**config.mk**
```make
export PLATFORM = sky130hd
export DESIGN_NAME = five_register_toy_cpu_execute
export DESIGN_NICKNAME = d
export VERILOG_FILES = /design/src/frcx_pkg.sv /design/src/frcx_ram.sv /design/src/frcx_queue.sv /design/src/frcx_front.sv /design/src/frcx_back.sv /design/src/five_register_toy_cpu_execute.sv
export VERILOG_INCLUDE_DIRS = /design/src /design/src/src
export SDC_FILE = /design/constraint.sdc
export NUM_CORES = 1
export LEC_CHECK = 0
export BUFFER_PORTS_ARGS = -buffer_cell sky130_fd_sc_hd__buf_2
export CAP_MARGIN = 10
export CORE_ASPECT_RATIO = 1.25
export CORE_MARGIN = 1.5
export CORE_UTILIZATION = 38
export DETAILED_ROUTE_END_ITERATION = 12
export PLACE_DENSITY = 0.63
export SYNTH_ARGS = -nofsm -noshare
export SYNTH_HDL_FRONTEND = slang
export SYNTH_SLANG_ARGS = --single-unit
```
**constraint.sdc**
```tcl
create_clock -name clk -period 17.65 [get_ports clk]
set_input_delay 1.765 -clock clk [delete_from_list [all_inputs] [get_ports clk]]
set_output_delay 1.765 -clock clk [all_outputs]
set_load 0.1 [all_outputs]
```
**src/five_register_toy_cpu_execute_macros.svh**
```systemverilog
// ----------------------------------------------------------------------------
// five_register_toy_cpu_execute_macros
// assertion helpers shared by the execute block files
// ----------------------------------------------------------------------------
`ifndef FIVE_REGISTER_TOY_CPU_EXECUTE_MACROS_SVH
`define FIVE_REGISTER_TOY_CPU_EXECUTE_MACROS_SVH

// a condition that holds whenever the antecedent holds, same cycle
`define FRCX_ASSERT_IMP(lbl, clk, rst_n, pre, post) \
	lbl: assert property (@(posedge clk) disable iff (!rst_n) (pre) |-> (post)) \
		else $error("frcx: same-cycle check failed");

// a condition that holds in the cycle after the antecedent
`define FRCX_ASSERT_NEXT(lbl, clk, rst_n, pre, post) \
	lbl: assert property (@(posedge clk) disable iff (!rst_n) (pre) |=> (post)) \
		else $error("frcx: next-cycle check failed");

`endif

```
**src/frcx_pkg.sv**
```systemverilog
// ----------------------------------------------------------------------------
// frcx_pkg
// shared types, codes and defaults of the toy cpu execute block
// ----------------------------------------------------------------------------
`default_nettype none

package frcx_pkg;

	localparam int NUM_REGS_DEF    = 5;
	localparam int DATA_WIDTH_DEF  = 32;
	localparam int QUEUE_DEPTH_DEF = 2;

	// instruction opcodes as they arrive on the op field
	localparam logic [2:0] OP_MOV = 3'd0;
	localparam logic [2:0] OP_ADD = 3'd1;
	localparam logic [2:0] OP_SUB = 3'd2;
	localparam logic [2:0] OP_PRN = 3'd3;
	localparam logic [2:0] OP_JMP = 3'd4;
	localparam logic [2:0] OP_HLT = 3'd5;

	// instruction class after decode
	typedef enum logic [2:0] {
		CLS_NOP,
		CLS_MOV_REG,
		CLS_MOV_CONST,
		CLS_ADD,
		CLS_SUB,
		CLS_PRN,
		CLS_JMP,
		CLS_HLT
	} cls_t;

	// result kinds
	typedef enum logic [1:0] {
		KIND_PRINT = 2'd0,
		KIND_JUMP  = 2'd1,
		KIND_TRACE = 2'd2,
		KIND_HALT  = 2'd3
	} kind_t;

	// classified instruction, front to back
	typedef struct packed {
		cls_t               cls;
		logic               use_const;
		logic [2:0]         ra;
		logic               ra_ok;
		logic [2:0]         rb;
		logic               rb_ok;
		logic signed [31:0] cval;
		logic [15:0]        target;
		logic               cond;
	} instr_t;

	// one result item
	typedef struct packed {
		kind_t       kind;
		logic [2:0]  idx;
		logic [31:0] value;
		logic [15:0] target;
		logic        last;
	} res_t;

endpackage

`default_nettype wire

```
**src/frcx_ram.sv**
```systemverilog
// ----------------------------------------------------------------------------
// frcx_ram
// generic ram, one write port and two registered read ports
// ----------------------------------------------------------------------------
`default_nettype none

module frcx_ram #(
	parameter int WIDTH = 32,
	parameter int DEPTH = 5,
	parameter int AW    = (DEPTH > 1) ? $clog2(DEPTH) : 1
) (
	input  wire logic             clk,
	input  wire logic             we,
	input  wire logic [AW-1:0]    waddr,
	input  wire logic [WIDTH-1:0] wdata,
	input  wire logic             re,
	input  wire logic [AW-1:0]    raddr_a,
	input  wire logic [AW-1:0]    raddr_b,
	output logic      [WIDTH-1:0] rdata_a,
	output logic      [WIDTH-1:0] rdata_b
);

	logic [WIDTH-1:0] mem_q [DEPTH];

	always_ff @(posedge clk) begin
		if (we) begin
			mem_q[waddr] <= wdata;
		end
		if (re) begin
			rdata_a <= mem_q[raddr_a];
			rdata_b <= mem_q[raddr_b];
		end
	end

endmodule

`default_nettype wire

```
**src/frcx_queue.sv**
```systemverilog
// ----------------------------------------------------------------------------
// frcx_queue
// small fifo between the classifying front and the executing back
// ----------------------------------------------------------------------------
`default_nettype none

module frcx_queue #(
	parameter int WIDTH = 8,
	parameter int DEPTH = 2
) (
	input  wire logic             clk,
	input  wire logic             arst_n,
	input  wire logic             push,
	input  wire logic [WIDTH-1:0] din,
	output logic                  full,
	input  wire logic             pop,
	output logic      [WIDTH-1:0] dout,
	output logic                  not_empty
);

	localparam int PW = (DEPTH > 1) ? $clog2(DEPTH) : 1;
	localparam int CW = $clog2(DEPTH + 1);
	localparam logic [PW-1:0] PTR_LAST = PW'(DEPTH - 1);

	logic [WIDTH-1:0] buf_q [DEPTH];
	logic [PW-1:0]    wr_ptr_q;
	logic [PW-1:0]    rd_ptr_q;
	logic [CW-1:0]    cnt_q;

	assign full      = (cnt_q == CW'(DEPTH));
	assign not_empty = (cnt_q != '0);
	assign dout      = buf_q[rd_ptr_q];

	always_ff @(posedge clk or negedge arst_n) begin
		if (!arst_n) begin
			wr_ptr_q <= '0;
			rd_ptr_q <= '0;
			cnt_q    <= '0;
		end else begin
			if (push) begin
				wr_ptr_q <= (wr_ptr_q == PTR_LAST) ? '0 : wr_ptr_q + PW'(1);
			end
			if (pop) begin
				rd_ptr_q <= (rd_ptr_q == PTR_LAST) ? '0 : rd_ptr_q + PW'(1);
			end
			if (push && !pop) begin
				cnt_q <= cnt_q + CW'(1);
			end else if (pop && !push) begin
				cnt_q <= cnt_q - CW'(1);
			end
		end
	end

	always_ff @(posedge clk) begin
		if (push) begin
			buf_q[wr_ptr_q] <= din;
		end
	end

endmodule

`default_nettype wire

```
**src/frcx_front.sv**
```systemverilog
// ----------------------------------------------------------------------------
// frcx_front
// takes instruction items and classifies them for the back end
// ----------------------------------------------------------------------------
`default_nettype none

module frcx_front #(
	parameter int NUM_REGS = 5
) (
	input  wire logic               in_valid,
	output logic                    in_ready,
	input  wire logic [2:0]         op,
	input  wire logic               use_const,
	input  wire logic [2:0]         reg_first,
	input  wire logic [2:0]         reg_second,
	input  wire logic signed [31:0] imm_value,
	input  wire logic               jump_conditional,
	input  wire logic               q_full,
	output logic                    q_push,
	output frcx_pkg::instr_t        q_item
);

	import frcx_pkg::*;

	assign in_ready = !q_full;
	assign q_push   = in_valid && !q_full;

	always_comb begin
		q_item           = '0;
		q_item.use_const = use_const;
		q_item.ra        = reg_first;
		q_item.rb        = reg_second;
		q_item.ra_ok     = (32'(reg_first) < 32'(NUM_REGS));
		q_item.rb_ok     = (32'(reg_second) < 32'(NUM_REGS));
		q_item.cval      = imm_value;
		q_item.cond      = jump_conditional;

		// target line: below one goes to one, above the field saturates
		priority if (imm_value[31] || (imm_value == '0)) begin
			q_item.target = 16'd1;
		end else if (|imm_value[30:16]) begin
			q_item.target = 16'hFFFF;
		end else begin
			q_item.target = imm_value[15:0];
		end

		unique case (op)
			OP_MOV:  q_item.cls = use_const ? CLS_MOV_CONST : CLS_MOV_REG;
			OP_ADD:  q_item.cls = CLS_ADD;
			OP_SUB:  q_item.cls = CLS_SUB;
			OP_PRN:  q_item.cls = CLS_PRN;
			OP_JMP:  q_item.cls = CLS_JMP;
			OP_HLT:  q_item.cls = CLS_HLT;
			default: q_item.cls = CLS_NOP;
		endcase
	end

endmodule

`default_nettype wire

```
**src/frcx_back.sv**
```systemverilog
// ----------------------------------------------------------------------------
// frcx_back
// executes classified instructions on the register file and emits results
// ----------------------------------------------------------------------------
`default_nettype none
`include "five_register_toy_cpu_execute_macros.svh"

module frcx_back #(
	parameter int NUM_REGS   = 5,
	parameter int DATA_WIDTH = 32
) (
	input  wire logic             clk,
	input  wire logic             arst_n,
	input  wire logic             trace_en,
	input  wire frcx_pkg::instr_t q_item,
	input  wire logic             q_valid,
	output logic                  q_pop,
	output logic                  out_valid,
	input  wire logic             out_ready,
	output frcx_pkg::res_t        out_res
);

	import frcx_pkg::*;

	localparam int AW = (NUM_REGS > 1) ? $clog2(NUM_REGS) : 1;
	localparam logic [AW-1:0] LAST_IDX = AW'(NUM_REGS - 1);

	// output register
	logic out_valid_q;
	res_t res_q;
	logic slot_free;

	// dump sequencer
	logic          dump_on_q;
	logic [AW-1:0] dump_idx_q;
	kind_t         dump_kind_q;
	logic          dump_then_q;

	// execute stage
	logic          b_valid_q;
	logic          b_dump_s2;
	kind_t         b_kind_s2;
	logic [AW-1:0] b_idx_s2;
	logic          b_last_s2;
	instr_t        b_instr_s2;

	// register file and read-side fixups
	logic [NUM_REGS-1:0]   valid_q;
	logic                  byp_a_q, byp_b_q, zero_a_q, zero_b_q;
	logic [DATA_WIDTH-1:0] bypd_a_q, bypd_b_q;
	logic [DATA_WIDTH-1:0] ram_a_data, ram_b_data;
	logic [DATA_WIDTH-1:0] rd_a, rd_b;
	logic                  ram_re, we;
	logic [AW-1:0]         waddr, addr_a, addr_b;
	logic [DATA_WIDTH-1:0] wdata;
	logic                  ok_a, ok_b;

	// issue side
	logic          a_go, start_dump, dump_issue;
	kind_t         iss_kind;
	logic [AW-1:0] iss_idx;
	logic          iss_then, iss_end, iss_chain, iss_last;

	// execute side
	logic                  b_fire, b_has, has_dir, acts, needs_dump, is_hlt, taken, we_i;
	logic [AW-1:0]         waddr_i;
	logic [DATA_WIDTH-1:0] wdata_i, cval_d, opb;
	res_t                  res_d;
	kind_t                 start_kind;

	frcx_ram #(
		.WIDTH(DATA_WIDTH),
		.DEPTH(NUM_REGS),
		.AW   (AW)
	) u_regs (
		.clk    (clk),
		.we     (we),
		.waddr  (waddr),
		.wdata  (wdata),
		.re     (ram_re),
		.raddr_a(addr_a),
		.raddr_b(addr_b),
		.rdata_a(ram_a_data),
		.rdata_b(ram_b_data)
	);

	assign slot_free = !out_valid_q || out_ready;
	assign out_valid = out_valid_q;
	assign out_res   = res_q;

	assign rd_a = byp_a_q ? bypd_a_q : (zero_a_q ? '0 : ram_a_data);
	assign rd_b = byp_b_q ? bypd_b_q : (zero_b_q ? '0 : ram_b_data);

	// execute stage
	always_comb begin
		cval_d  = DATA_WIDTH'(b_instr_s2.cval);
		opb     = b_instr_s2.use_const ? cval_d : rd_b;
		taken   = !b_instr_s2.cond || (rd_a == '0);
		is_hlt  = (b_instr_s2.cls == CLS_HLT);
		we_i    = 1'b0;
		waddr_i = AW'(b_instr_s2.ra);
		wdata_i = '0;
		has_dir = 1'b0;
		acts    = 1'b1;
		res_d   = '0;

		unique case (b_instr_s2.cls)
			CLS_MOV_REG: begin
				we_i    = b_instr_s2.rb_ok;
				waddr_i = AW'(b_instr_s2.rb);
				wdata_i = rd_a;
			end
			CLS_MOV_CONST: begin
				we_i    = b_instr_s2.ra_ok;
				wdata_i = cval_d;
			end
			CLS_ADD: begin
				we_i    = b_instr_s2.ra_ok;
				wdata_i = rd_a + opb;
			end
			CLS_SUB: begin
				we_i    = b_instr_s2.ra_ok;
				wdata_i = rd_a - opb;
			end
			CLS_PRN: begin
				has_dir     = 1'b1;
				res_d.kind  = KIND_PRINT;
				res_d.value = b_instr_s2.use_const ? 32'(cval_d) : 32'(rd_a);
			end
			CLS_JMP: begin
				acts         = taken;
				has_dir      = taken;
				res_d.kind   = KIND_JUMP;
				res_d.target = b_instr_s2.target;
			end
			CLS_HLT: begin
			end
			CLS_NOP: begin
				acts = 1'b0;
			end
			default: begin
				acts = 1'b0;
			end
		endcase

		needs_dump = is_hlt || (acts && trace_en);
		start_kind = is_hlt ? KIND_HALT : KIND_TRACE;
		res_d.last = !needs_dump;

		// dump entries carry the register just read
		if (b_dump_s2) begin
			res_d.kind   = b_kind_s2;
			res_d.idx    = 3'(b_idx_s2);
			res_d.value  = 32'(rd_a);
			res_d.target = '0;
			res_d.last   = b_last_s2;
		end

		b_has  = b_dump_s2 || has_dir;
		b_fire = b_valid_q && (!b_has || slot_free);
		we     = b_fire && !b_dump_s2 && we_i;
		waddr  = waddr_i;
		wdata  = wdata_i;
	end

	// issue stage: next dump entry or next queued instruction
	always_comb begin
		a_go       = !b_valid_q || b_fire;
		start_dump = b_fire && !b_dump_s2 && needs_dump;
		dump_issue = start_dump || (a_go && dump_on_q);
		q_pop      = a_go && !dump_issue && q_valid;
		ram_re     = dump_issue || q_pop;

		iss_kind  = start_dump ? start_kind : dump_kind_q;
		iss_idx   = start_dump ? '0 : dump_idx_q;
		iss_then  = start_dump ? (is_hlt && trace_en) : dump_then_q;
		iss_end   = (iss_idx == LAST_IDX);
		iss_chain = (iss_kind == KIND_HALT) && iss_then;
		iss_last  = iss_end && !iss_chain;

		if (dump_issue) begin
			addr_a = iss_idx;
			ok_a   = 1'b1;
			addr_b = iss_idx;
			ok_b   = 1'b0;
		end else begin
			addr_a = AW'(q_item.ra);
			ok_a   = q_item.ra_ok;
			addr_b = AW'(q_item.rb);
			ok_b   = q_item.rb_ok;
		end
	end

	always_ff @(posedge clk or negedge arst_n) begin
		if (!arst_n) begin
			out_valid_q <= 1'b0;
			b_valid_q   <= 1'b0;
			dump_on_q   <= 1'b0;
			dump_idx_q  <= '0;
			dump_kind_q <= KIND_TRACE;
			dump_then_q <= 1'b0;
			valid_q     <= '0;
		end else begin
			if (b_fire && b_has) begin
				out_valid_q <= 1'b1;
			end else if (out_ready) begin
				out_valid_q <= 1'b0;
			end
			if (a_go) begin
				b_valid_q <= ram_re;
			end
			if (we) begin
				valid_q[waddr] <= 1'b1;
			end
			if (dump_issue) begin
				if (iss_end) begin
					// a halt dump with trace on rolls straight into the trace dump
					dump_on_q   <= iss_chain;
					dump_idx_q  <= '0;
					dump_kind_q <= KIND_TRACE;
					dump_then_q <= 1'b0;
				end else begin
					dump_on_q   <= 1'b1;
					dump_idx_q  <= iss_idx + AW'(1);
					dump_kind_q <= iss_kind;
					dump_then_q <= iss_then;
				end
			end
		end
	end

	always_ff @(posedge clk) begin
		if (b_fire && b_has) begin
			res_q <= res_d;
		end
		if (ram_re) begin
			b_dump_s2  <= dump_issue;
			b_kind_s2  <= iss_kind;
			b_idx_s2   <= iss_idx;
			b_last_s2  <= iss_last;
			b_instr_s2 <= q_item;
			// same-cycle write forwarding, unwritten entries read zero
			byp_a_q    <= we && ok_a && (waddr == addr_a);
			byp_b_q    <= we && ok_b && (waddr == addr_b);
			bypd_a_q   <= wdata;
			bypd_b_q   <= wdata;
			zero_a_q   <= !(ok_a && valid_q[addr_a]);
			zero_b_q   <= !(ok_b && valid_q[addr_b]);
		end
	end

	`FRCX_ASSERT_NEXT(chk_dump_starts, clk, arst_n, start_dump, b_valid_q && b_dump_s2 && (b_idx_s2 == '0))
	`FRCX_ASSERT_IMP(chk_last_ends_seq, clk, arst_n, b_valid_q && b_dump_s2 && b_last_s2, !dump_on_q)
	`FRCX_ASSERT_IMP(chk_pop_frees_stage, clk, arst_n, q_pop, !b_valid_q || b_fire)
	`FRCX_ASSERT_IMP(chk_dump_idx, clk, arst_n, dump_on_q, dump_idx_q <= LAST_IDX)

endmodule

`default_nettype wire

```
**src/five_register_toy_cpu_execute.sv**
```systemverilog
// ----------------------------------------------------------------------------
// five_register_toy_cpu_execute
// execute stage of a small register machine, one decoded instruction per item
// ----------------------------------------------------------------------------
// usage
//  - in channel: one decoded instruction per item (valid/ready)
//  - out channel: result items (print, jump taken, trace or halt dump), last
//    marks the final result of an instruction
//  - cfg channel: single write of trace_enable, always ready, write only while
//    the block is idle
//  - path: the first result of an item passes the queue, the registered
//    read into the execute stage and the output register
//  - throughput: one instruction per cycle while each yields at most one
//    result and out_ready is high; results leave one per cycle; a trace or
//    halt dump is NUM_REGS results (halt with trace 2*NUM_REGS)
//  - the register file is a two-read ram with registered reads; a one-entry
//    execute stage follows the read port
//  - reset: all registers read zero (per-entry valid bits), trace off,
//    queue empty; no clearing pass
//  - a stalled receiver holds the output register; the back end stops and the
//    queue takes up to QUEUE_DEPTH items before in_ready drops
// ----------------------------------------------------------------------------
`default_nettype none

module five_register_toy_cpu_execute #(
	parameter int NUM_REGS    = frcx_pkg::NUM_REGS_DEF,
	parameter int DATA_WIDTH  = frcx_pkg::DATA_WIDTH_DEF,
	parameter int QUEUE_DEPTH = frcx_pkg::QUEUE_DEPTH_DEF
) (
	input  wire logic               clk,
	input  wire logic               arst_n,
	// configuration
	input  wire logic               cfg_valid,
	output logic                    cfg_ready,
	input  wire logic               cfg_data,
	// instruction items
	input  wire logic               in_valid,
	output logic                    in_ready,
	input  wire logic [2:0]         op,
	input  wire logic               use_const,
	input  wire logic [2:0]         reg_first,
	input  wire logic [2:0]         reg_second,
	input  wire logic signed [31:0] imm_value,
	input  wire logic               jump_conditional,
	// result items
	output logic                    out_valid,
	input  wire logic               out_ready,
	output logic [1:0]              kind,
	output logic [2:0]              reg_index,
	output logic signed [31:0]      value,
	output logic [15:0]             jump_target,
	output logic                    last
);

	import frcx_pkg::*;

	logic   trace_q;
	logic   q_full, q_push, q_pop, q_valid;
	instr_t f_item, b_item;
	res_t   res;

	// trace enable register, writes always taken
	assign cfg_ready = 1'b1;

	always_ff @(posedge clk or negedge arst_n) begin
		if (!arst_n) begin
			trace_q <= 1'b0;
		end else if (cfg_valid) begin
			trace_q <= cfg_data;
		end
	end

	// front: accept and classify
	frcx_front #(
		.NUM_REGS(NUM_REGS)
	) u_front (
		.in_valid        (in_valid),
		.in_ready        (in_ready),
		.op              (op),
		.use_const       (use_const),
		.reg_first       (reg_first),
		.reg_second      (reg_second),
		.imm_value       (imm_value),
		.jump_conditional(jump_conditional),
		.q_full          (q_full),
		.q_push          (q_push),
		.q_item          (f_item)
	);

	// decoupling queue
	frcx_queue #(
		.WIDTH($bits(instr_t)),
		.DEPTH(QUEUE_DEPTH)
	) u_queue (
		.clk      (clk),
		.arst_n   (arst_n),
		.push     (q_push),
		.din      (f_item),
		.full     (q_full),
		.pop      (q_pop),
		.dout     (b_item),
		.not_empty(q_valid)
	);

	// back: register file, execute, result emission
	frcx_back #(
		.NUM_REGS  (NUM_REGS),
		.DATA_WIDTH(DATA_WIDTH)
	) u_back (
		.clk      (clk),
		.arst_n   (arst_n),
		.trace_en (trace_q),
		.q_item   (b_item),
		.q_valid  (q_valid),
		.q_pop    (q_pop),
		.out_valid(out_valid),
		.out_ready(out_ready),
		.out_res  (res)
	);

	assign kind        = res.kind;
	assign reg_index   = res.idx;
	assign value       = res.value;
	assign jump_target = res.target;
	assign last        = res.last;

endmodule

`default_nettype wire

```
==> impl_metrics.json <==
{
  "synth_commonest_cells": "edfxtp_1, mux2_2, nand2_1",
  "whs_path_depth": 1,
  "initial_utilization_pct": 38.3,
  "hold_viol": 0,
  "chipHeight_um": 288,
  "post-route-period-util_pct": 36.9,
  "clock_latency_ns": 0.61,
  "status": "complete, no violations",
  "yosys_warnings": 0,
  "cts.sinks": 523,
  "dieWidth_um": 231,
  "slew_headroom_pct": 18.9,
  "rows": 104,
  "vias": 16500,
  "cts_resized": 0,
  "skew_ns": 0.0152,
  "synth.most_common_cell": "edfxtp_1",
  "synthArstFlopShare_pct": 3.63,
  "yosysUniqueCellTypes": 77,
  "io_pins": 106,
  "crit_arrival_ns": 6.85,
  "clk_pin_slew_ns": 0.06,
  "place_worst_setup_slack_ns": 11.32,
  "cts_buffer_depth": 3,
  "clock.fmax_ghz": 0.153,
  "rsz0062_at_grt": "no",
  "drcViolationCount": 0,
  "min-delay-start": "u_back.valid_q[3]",
  "synth_area_leaders": "edfxtp_1, mux2_2, mux2i_1, o22ai_1, a22oi_1",
  "synth_seq_cells": 523,
  "setup_viol": 0,
  "r2r_setup_slack_ns": 11.13,
  "fin_tns_setup_ns": 0,
  "worst_pin_slew_ns": 1.21,
  "wl_per_cell_um": 24.6,
  "grt_pass1_vias": 16600,
  "synthCells": 1878,
  "r2r-start": "u_back.b_instr_s2[57]",
  "antenna_found_initial": 0,
  "netlist_area_um2": 24600,
  "vias_per_cell": 5.77,
  "netlist.area_leader.share_pct": 61.4,
  "drive_gt1_share_pct": 19.9,
  "ff2ff_path_depth": 21,
  "seq_area_frac_synth_pct": 63.4,
  "start_kind": "flip-flop",
  "hold_path.class": "flip-flop to flip-flop",
  "area_delta_synth_final_pct": 13.3,
  "post-dp-hpwl_mm": 47.3,
  "maxCapViolations": 0,
  "avgSynthCellArea_um2": 13.1,
  "h-tree-depth": 2,
  "synth_top_area_cell": "edfxtp_1",
  "path_max_fanout": 53,
  "grt_pass1_wl_mm": 104,
  "finalNetCount": 2053,
  "grt_max_degree": 81,
  "cts_tree": "yes",
  "fin_crit_ns": 6.52,
  "antenna_left": 0,
  "finalWorstSetupSlack_ns": 11.13,
  "globalRouteOverflowTotal": 0,
  "grt_usage_pct": 21.0,
  "wl_mm": 70.4,
  "gp_congestion": 0.916,
  "root_buffer": "clkbuf_16",
  "synthFlopType": "edfxtp_1",
  "holdPathEnd": "u_back.valid_q[3]",
  "port_buffers": 104,
  "core-area_um2": 64300,
  "path_class": "flip-flop to flip-flop",
  "crit_path_end_kind": "flip-flop",
  "finalMaxSlewViolations": 0,
  "synth_nets": 1962,
  "postCtsSetupRepairBufs": 0,
  "die_area_um2": 66400,
  "drtIter0Drc": 1465,
  "critical_path_required_ns": 17.98,
  "postCtsHoldBufs": 0,
  "dr.pass1.iters": 5,
  "synth-edff-count": 504,
  "reg2reg_to": "u_back.u_regs.mem_q[2][31]",
  "cts_buffers": 53
}
==> layer usage <==
| layer | up-vias | part of all wire, % | track usage [%] |
|---|---|---|---|
| li1 | 7448 | - | - |
| met1 | 8263 | 39 | 25.4 |
| met2 | 648 | 51 | 36.9 |
| met3 | 156 | 5.9 | 2.90 |
| met4 | 0 | 4.7 | 9.59 |
| met5 | - | 0 | 0 |
==> worst max-delay path, cell delays in order (launching register included) <==
cell and delay, ns:
edfxtp_1 0.36, buf_4 0.29, inv_1 0.50, a31o_2 0.29, nand4_1 0.18, nor3_1 0.40, nand2_1 0.15, or3_1 0.37
nor3_1 0.23, a21oi_1 0.13, xor2_1 0.19, ha_1 0.37, nand3_1 0.15, nor2_1 0.21, nand2_1 0.08, o31ai_1 0.62
a211oi_1 0.25, o21ai_0 0.53, a2111o_1 0.23, nand3_1 0.10, xnor2_1 0.14, o211ai_1 0.44
==> metrics by stage <==
| stage | instances | hold WS [ns] | instance area, um^2 | util (%) |
|---|---|---|---|---|
| 5_1_grt | 2860 | 0.509 | 27900 | 43.4 |
| 4_1_cts | 2860 | 0.496 | 27900 | 43.4 |
| 3_3_place_gp | 2762 | 0.472 | 26200 | 40.7 |
| 3_5_place_dp | 2762 | 0.479 | 26200 | 40.7 |
| 2_1_floorplan | 1878 | 0.457 | 24600 | - |
| 6_report | 2861 | 0.493 | 27900 | 43.4 |
==> worst max path at each step <==
stage	from	to	slack, ns
final	u_back.b_instr_s2[57]	u_back.u_regs.mem_q[2][31]	11.13
after detailed placement	u_back.b_instr_s2[57]	u_back.u_regs.mem_q[1][31]	11.32
after CTS	u_back.b_instr_s2[57]	u_back.u_regs.mem_q[2][31]	11.27
after global placement	u_back.b_instr_s2[57]	u_back.u_regs.mem_q[0][31]	11.43
after global routing	u_back.b_instr_s2[57]	u_back.u_regs.mem_q[2][31]	10.67
after floorplan	out_ready	u_back.b_dump_s2	10.76
==> sequential cells by signal, summed over array words and instances, names as in the netlist, 2 cells and up <==
register               flops
u_back.dump_idx_q          3
u_queue.cnt_q              2
u_back.dump_kind_q         2
u_back.cval_d             32
u_queue.buf_q            122
u_back.b_idx_s2            3
u_back.b_instr_s2         29
u_back.out_res            54
u_back.bypd_a_q           32
u_back.b_kind_s2           2
u_back.u_regs.rdata_b     32
u_back.u_regs.mem_q      160
u_back.u_regs.rdata_a     32
u_back.valid_q             5
==> cells in the final DEF, fill, tap and decap left out, types with 82 or more instances in the layout <==
cell type and instances:
a21oi_1 90, buf_2 104, edfxtp_1 504, mux2_2 123, mux2i_1 84, nand2_1 117
nor2_1 86, o21ai_0 97, o22ai_1 82
==> area by class of cell <==
class,count,area (um^2)
Antenna cell,1,2.50
Clock buffer,69,1460
Clock inverter,29,294
Fill cell,5884,36400
Inverter,68,255
Multi-Input combinational cell,1183,8440
Sequential cell,523,15600
Tap cell,848,1060
Timing Repair Buffer,140,791
==> cells by family (layout without fill, tap and decap cells) <==
logic type	count (synthesis)	count (layout)	synth area share [%]
muxes	207	207	9.04
AOI/OAI and AO/OA	483	483	12.7
other	1	2	0.0152
DFF	523	523	63.4
xor gates and xnor gates	67	67	2.38
adders and majority gates	35	35	1.81
buffers and inverters	172	306	2.86
and+or+nand+nor	390	390	7.83
Power is not shown: default switching activity piles up to over one toggle a cycle in this logic, so the estimate is an artifact.
